<file path="config.mk">
export PLATFORM = sky130hd
export DESIGN_NAME = pvts_queue
export DESIGN_NICKNAME = d
export VERILOG_FILES = /design/src/hw/rtl/pvts_pkg.sv /design/src/hw/rtl/pvts_queue.sv
export SDC_FILE = /design/constraint.sdc
export NUM_CORES = 1
export LEC_CHECK = 0
export ABC_AREA = 1
export BUFFER_PORTS_ARGS = -buffer_cell sky130_fd_sc_hd__clkbuf_2
export CAP_MARGIN = 20
export CORE_ASPECT_RATIO = 1.2
export CORE_MARGIN = 3
export CORE_UTILIZATION = 25
export DETAILED_ROUTE_END_ITERATION = 8
export GPL_ROUTABILITY_DRIVEN = 0
export PLACE_DENSITY = 0.41
export SLEW_MARGIN = 20
export SYNTH_ARGS = -nofsm -noshare
export SYNTH_HDL_FRONTEND = slang
export SYNTH_SLANG_ARGS = --single-unit
</file>
<file path="constraint.sdc">
create_clock -name clock -period 4.6 [get_ports clock]
set_input_delay 0.23 -clock clock [delete_from_list [all_inputs] [get_ports clock]]
set_output_delay 0.23 -clock clock [all_outputs]
set_load 0.005 [all_outputs]
</file>
<file path="src/hw/rtl/pvts_pkg.sv">
`timescale 1ns / 1ps
`default_nettype none
// -----------------------------------------------------------------------------
// pvts_pkg: shared types and constants of the counter-to-time scaler
// Register indexes, the configuration bundle and the item carried between
// the front and back halves of the datapath.
// -----------------------------------------------------------------------------
package pvts_pkg;

   localparam int unsigned COUNT_W   = 64;
   localparam int unsigned FRAC_W    = 32;
   localparam int unsigned SHIFT_W   = 7;
   localparam int unsigned FLAGS_W   = 8;
   localparam int unsigned CSR_IDX_W = 3;

   // Counter and reference time both run at eight times the system rate.
   localparam int unsigned RATE_SHIFT = 3;

   // Bit of clock_flags that marks the counter as stable across CPUs.
   localparam int unsigned STABLE_BIT = 0;

   localparam int unsigned QUEUE_DEPTH = 4;
   localparam int unsigned QUEUE_PTR_W = $clog2(QUEUE_DEPTH);
   localparam int unsigned QUEUE_CNT_W = $clog2(QUEUE_DEPTH + 1);

   typedef enum logic [CSR_IDX_W-1:0] {
      CSR_STAMP_VALUE    = 3'd0,
      CSR_REFERENCE_TIME = 3'd1,
      CSR_SCALE_FRACTION = 3'd2,
      CSR_SCALE_SHIFT    = 3'd3,
      CSR_CLOCK_FLAGS    = 3'd4,
      CSR_OFFSET_BASE    = 3'd5,
      CSR_SINGLE_CPU     = 3'd6
   } csr_index_type;

   typedef struct packed {
      logic [COUNT_W-1:0]        stamp_value;
      logic [COUNT_W-1:0]        reference_time;
      logic [FRAC_W-1:0]         scale_fraction;
      logic signed [SHIFT_W-1:0] scale_shift;
      logic                      no_clamp;
      logic [COUNT_W-1:0]        offset_base;
   } cfg_type;

   typedef struct packed {
      logic [COUNT_W-1:0] scaled;
      logic               behind;
   } front_item_type;

   typedef struct packed {
      logic push;
      logic full;
   } queue_ctl_type;

endpackage : pvts_pkg
`default_nettype wire

</file>
<file path="src/hw/rtl/pvts_queue.sv">
`timescale 1ns / 1ps
`default_nettype none
// -----------------------------------------------------------------------------
// pvts_queue: short queue between the front and back halves
// A small circular buffer that lets either half stall without stopping the
// other.
// -----------------------------------------------------------------------------
module pvts_queue (
   input  wire                          clock,
   input  wire                          reset,
   input  wire pvts_pkg::queue_ctl_type push_ctl,
   input  wire pvts_pkg::front_item_type push_item,
   output logic                         full,
   input  wire                          pop,
   output logic                         empty,
   output pvts_pkg::front_item_type     pop_item
);
   import pvts_pkg::*;

   front_item_type           entry_ff [QUEUE_DEPTH];
   logic [QUEUE_PTR_W-1:0]   wr_ptr_ff, wr_ptr_in;
   logic [QUEUE_PTR_W-1:0]   rd_ptr_ff, rd_ptr_in;
   logic [QUEUE_CNT_W-1:0]   count_ff, count_in;
   logic                     do_push, do_pop;

   assign full     = (count_ff == QUEUE_CNT_W'(QUEUE_DEPTH));
   assign empty    = (count_ff == '0);
   assign do_push  = push_ctl.push && !push_ctl.full;
   assign do_pop   = pop && !empty;
   assign pop_item = entry_ff[rd_ptr_ff];

   always_comb begin
      wr_ptr_in = do_push ? wr_ptr_ff + 1'b1 : wr_ptr_ff;
      rd_ptr_in = do_pop  ? rd_ptr_ff + 1'b1 : rd_ptr_ff;
      count_in  = count_ff;
      if (do_push && !do_pop) begin
         count_in = count_ff + 1'b1;
      end else if (!do_push && do_pop) begin
         count_in = count_ff - 1'b1;
      end
   end

   always_ff @(posedge clock) begin
      if (reset) begin
         wr_ptr_ff <= '0;
         rd_ptr_ff <= '0;
         count_ff  <= '0;
      end else begin
         wr_ptr_ff <= wr_ptr_in;
         rd_ptr_ff <= rd_ptr_in;
         count_ff  <= count_in;
      end
   end

   always_ff @(posedge clock) begin
      if (do_push) begin
         entry_ff[wr_ptr_ff] <= push_item;
      end
   end

endmodule : pvts_queue
`default_nettype wire

</file>
==> run summary <==
For this design the total switching power over the nets is approximately 0.0018 W. The number of antenna violations at the first check in global routing is 0. The number of global-route vias before repair is 6307. At the worst endpoint, the required time is 4.37 ns.

The data arrival time of the worst path is 2.94 ns. The overall global routing resource usage is 0.111. The number of unique standard cell types used by synthesis is 24. The starting utilization of the core area is 0.255. The count of flip-flops with a built-in enable after synthesis came out at 260.

Buffers inserted during clock tree synthesis total 29. By count the netlist is led by 260 x sky130_fd_sc_hd__edfxtp_1, 121 x sky130_fd_sc_hd__nor2_1, 93 x sky130_fd_sc_hd__o21ai_0. The critical path is of the register to primary output type. The post-route DRC violation count came out at 0. The sequential cells in the finished layout cover a total of 7990 um^2. The internal power contribution came out at 0.00453 W. The clock slew at the register clock pins of the worst setup and hold paths came out at 0.06 ns. The synthesized design spends more area on one cell type than any other, namely sky130_fd_sc_hd__edfxtp_1. The portion of total power attributed to combinational logic came out at 0.210. The CTS H-tree depth came out at 1. The total routed wirelength came out at 24.9 mm. The flow ran to the end, and the final reports show no timing, DRC or antenna violations. The area growth from synthesis to final layout came out at 26.5%. The remaining number of nets flagged by the antenna check after routing came out at 0.

Between clock sinks in the finished design, the worst skew comes to just over 0.008 ns. In the finished design, the share of the clock period the worst path needs comes to 0.689. The share of total power in the clock network came out at 0.341. After floorplanning, the core was sized to cover approximately 41000 um^2. In the post-synthesis netlist, the biggest area contributors are sky130_fd_sc_hd__edfxtp_1 75%, sky130_fd_sc_hd__o21ai_0 4.5%, sky130_fd_sc_hd__nor2_1 4.4%, sky130_fd_sc_hd__o22ai_1 2.7%, sky130_fd_sc_hd__o22ai_2 2.4%. From left edge to right edge, the die measures 192 um. The net count after synthesis is 771. The clock reaches the later pin of the worst-skew pair after 0.54 ns.

Once layout is complete, the utilization of the core stands at 0.322. Summing all multi-input logic gate instances after layout gives 2100 um^2. The endpoint identified for the worst register-to-register timing path is entry_ff[1][36].

The met1 routed wirelength after detailed routing came out at ~11 mm. The detail-routed via count per cell came out at between 4 and 5. The worst setup timing slack at the placement stage came out at 1.86 ns. The accumulated negative setup slack is 0 ns. Static timing analysis puts the maximum clock frequency at ~320 MHz. The worst register-to-register path has a depth of 5.

The final setup slack of the worst path came out at between 1 and 1.5 ns. The final-stage net count came out at 974. Counting the fill cells in the layout gives 4131.

The power per cell area came out at just under 500 nW/um^2. In the synthesized netlist the async set-or-reset flop fraction comes to 0. The count of endpoints failing setup in the final report is 0. The top layer reached by signal wires is met4.

A synthesized cell averages 15.0 um^2. The headroom to the max-slew limit came out at 0.302. The vertical die dimension is 230 um.

The smallest clock period supported by the final layout is computed as 3.17 ns. The warning count from the yosys run is 0. The slew at the pin closest to its max-slew limit came out at 1.05 ns. The die footprint is 44200 um^2.

The share of total power dissipated in sequential elements is 0.449. The setup slack of the most critical reg-to-reg path is 2.56 ns. The wire length of the first global-routing pass came out at 37.5 mm. The remaining global-route overflow came out at 0. The switching share of total power is 0.286. The count of port buffers added during placement is ~140. The endpoint class of the critical path is a primary output. The antenna diode count is 0.

The wire length on met3 is 951 um. The leakage dissipation came out at 4.53 nW. In this run the clock root is driven by a sky130_fd_sc_hd__clkbuf_16. The min-delay analysis places its worst path in the category input pin to register. The layout cell share with drive strength beyond 1 is 0.259. The maximum number of pins on one net before global-route repair came out at 113. The maximum fanout encountered on the critical timing path is 112. The most common cell in the synthesized netlist is sky130_fd_sc_hd__edfxtp_1. Across the VDD grid, the largest voltage drop is 230 uV. The initialized floorplan defines 81 standard-cell rows. The total via count after detailed routing is 6237. The boundary pin count is 137. Dividing the detail-routed wire length by the instance count gives between 15 and 20 um. The proportion of synthesized chip area in sequential cells came out at 0.766. The post-synthesis instance area is ~10000 um^2. The maximum clock path buffer count is 3. The tool flagged a number of max-cap violations equal to 0. The final max-slew violation count came out at 0.

TritonCTS built the clock tree. The first-pass iteration count of the detailed router came out at 4. The routed design uses between 10 and 15 mm of met2 wire. The buffers inserted during post-CTS setup optimization came out at 0. The startpoint of the lowest-slack register-to-register path is wr_ptr_ff[1]. The startpoint identified for the worst hold timing path is push_ctl[0].

The prevailing post-synth register cell is sky130_fd_sc_hd__edfxtp_1. The number of cells produced by synthesis came out at 695. After legalization and detailed placement, the total HPWL measured 13.5 mm. The worst setup path is launched from a register. The capture point of the critical path is pop_item[0]. The number of clock sinks came out at 269.

The top-area cell type share of the netlist area came out at 0.749. Setup repair after global routing left no endpoint under its margin. The final number of hold-violating endpoints came to 0. The flip-flop and latch count after synthesis came out at between 200 and 300.

The starting DRC count in detailed routing is 223.
registers in the layout, indices dropped and copies added (netlist names), named ones only:
signal and cells:
count_ff 3, entry_ff 260, rd_ptr_ff 2, wr_ptr_ff 2
cells by family after synthesis:
kind of cell               share of synthesized area
DFF                                            0.766
xor gates and xnor gates                    0.000840
adders and majority gates                    0.00792
and+or+nand+nor                               0.0710
AOI/OAI and AO/OA                              0.119
buffers and inverters                         0.0350
layout by cell type, fill, tap and decap left out, types with 5 or more instances in the layout:
| cell type | count |
|---|---|
| sky130_fd_sc_hd__ha_1 | 5 |
| sky130_fd_sc_hd__nor2_4 | 24 |
| sky130_fd_sc_hd__clkinv_1 | 8 |
| sky130_fd_sc_hd__dfxtp_1 | 7 |
| sky130_fd_sc_hd__a21oi_1 | 5 |
| sky130_fd_sc_hd__o22ai_1 | 45 |
| sky130_fd_sc_hd__o21ai_1 | 35 |
| sky130_fd_sc_hd__o21ai_0 | 93 |
| sky130_fd_sc_hd__nor2_1 | 117 |
| sky130_fd_sc_hd__clkbuf_16 | 29 |
| sky130_fd_sc_hd__buf_4 | 7 |
| sky130_fd_sc_hd__clkinv_2 | 6 |
| sky130_fd_sc_hd__o22ai_2 | 20 |
| sky130_fd_sc_hd__o21ai_2 | 5 |
| sky130_fd_sc_hd__edfxtp_1 | 260 |
| sky130_fd_sc_hd__clkbuf_2 | 136 |
| sky130_fd_sc_hd__dlygate4sd3_1 | 68 |
| sky130_fd_sc_hd__nand2_1 | 11 |
| sky130_fd_sc_hd__inv_1 | 16 |
worst max-delay path: stages, from the launching register on:
cell	delay, ns
sky130_fd_sc_hd__dfxtp_4	0.51
sky130_fd_sc_hd__inv_6	0.83
sky130_fd_sc_hd__buf_4	0.51
sky130_fd_sc_hd__o21ai_0	0.16
sky130_fd_sc_hd__o22ai_2	0.17
sky130_fd_sc_hd__clkbuf_2	0.14
per-stage QoR:
stage	power (W)	std cells	instance area (um^2)	hold WS, ns
floorplan	0.00374	695	10400	0.299
global placement	0.00423	1338	11600	0.452
detailed placement	0.00424	1338	11600	0.455
CTS	0.00649	1457	13200	0.327
global route	0.00670	1457	13200	0.390
finish	0.00634	1457	13200	0.352
final cells by class:
class,count,area share
inverter,18,0.00550
clock inverter,18,0.0102
tap,539,0.0511
timing repair buffer,214,0.112
clock buffer,33,0.0561
sequential,269,0.606
multi-input combinational,366,0.159
worst min-delay path by stage:
stage / slack, ns / endpoint / cells after the start
floorplan: 0.30 / register / 1
global placement: 0.45 / entry_ff[1][25] / 1
detailed placement: 0.46 / entry_ff[1][27] / 1
CTS: 0.33 / count_ff[0] / 5
global route: 0.39 / count_ff[0] / 5
finish: 0.35 / count_ff[0] / 5
layer usage:
metal,GRT usage,vias to the layer above
li1,-,2999
met1,0.137,3092
met2,0.199,108
met3,0.0171,38
met4,0.0335,0
met5,0,-
timing repair:
| item | CTS | global route |
|---|---|---|
| gates resized for setup | 0 | 0 |
| endpoints found under the hold margin | 265 | 0 |
| hold buffers | 68 | 0 |
power groups by stage:
stage | clock network (W) | logic [W] | registers (W)
2_1_floorplan | 0 | 0.000887 | 0.00285
3_3_place_gp | 0 | 0.00133 | 0.00290
3_5_place_dp | 0 | 0.00134 | 0.00290
4_1_cts | 0.00225 | 0.00140 | 0.00285
5_1_grt | 0.00234 | 0.00150 | 0.00286
6_report | 0.00216 | 0.00133 | 0.00285
No activity file was read; power rests on OpenSTA's default activity.
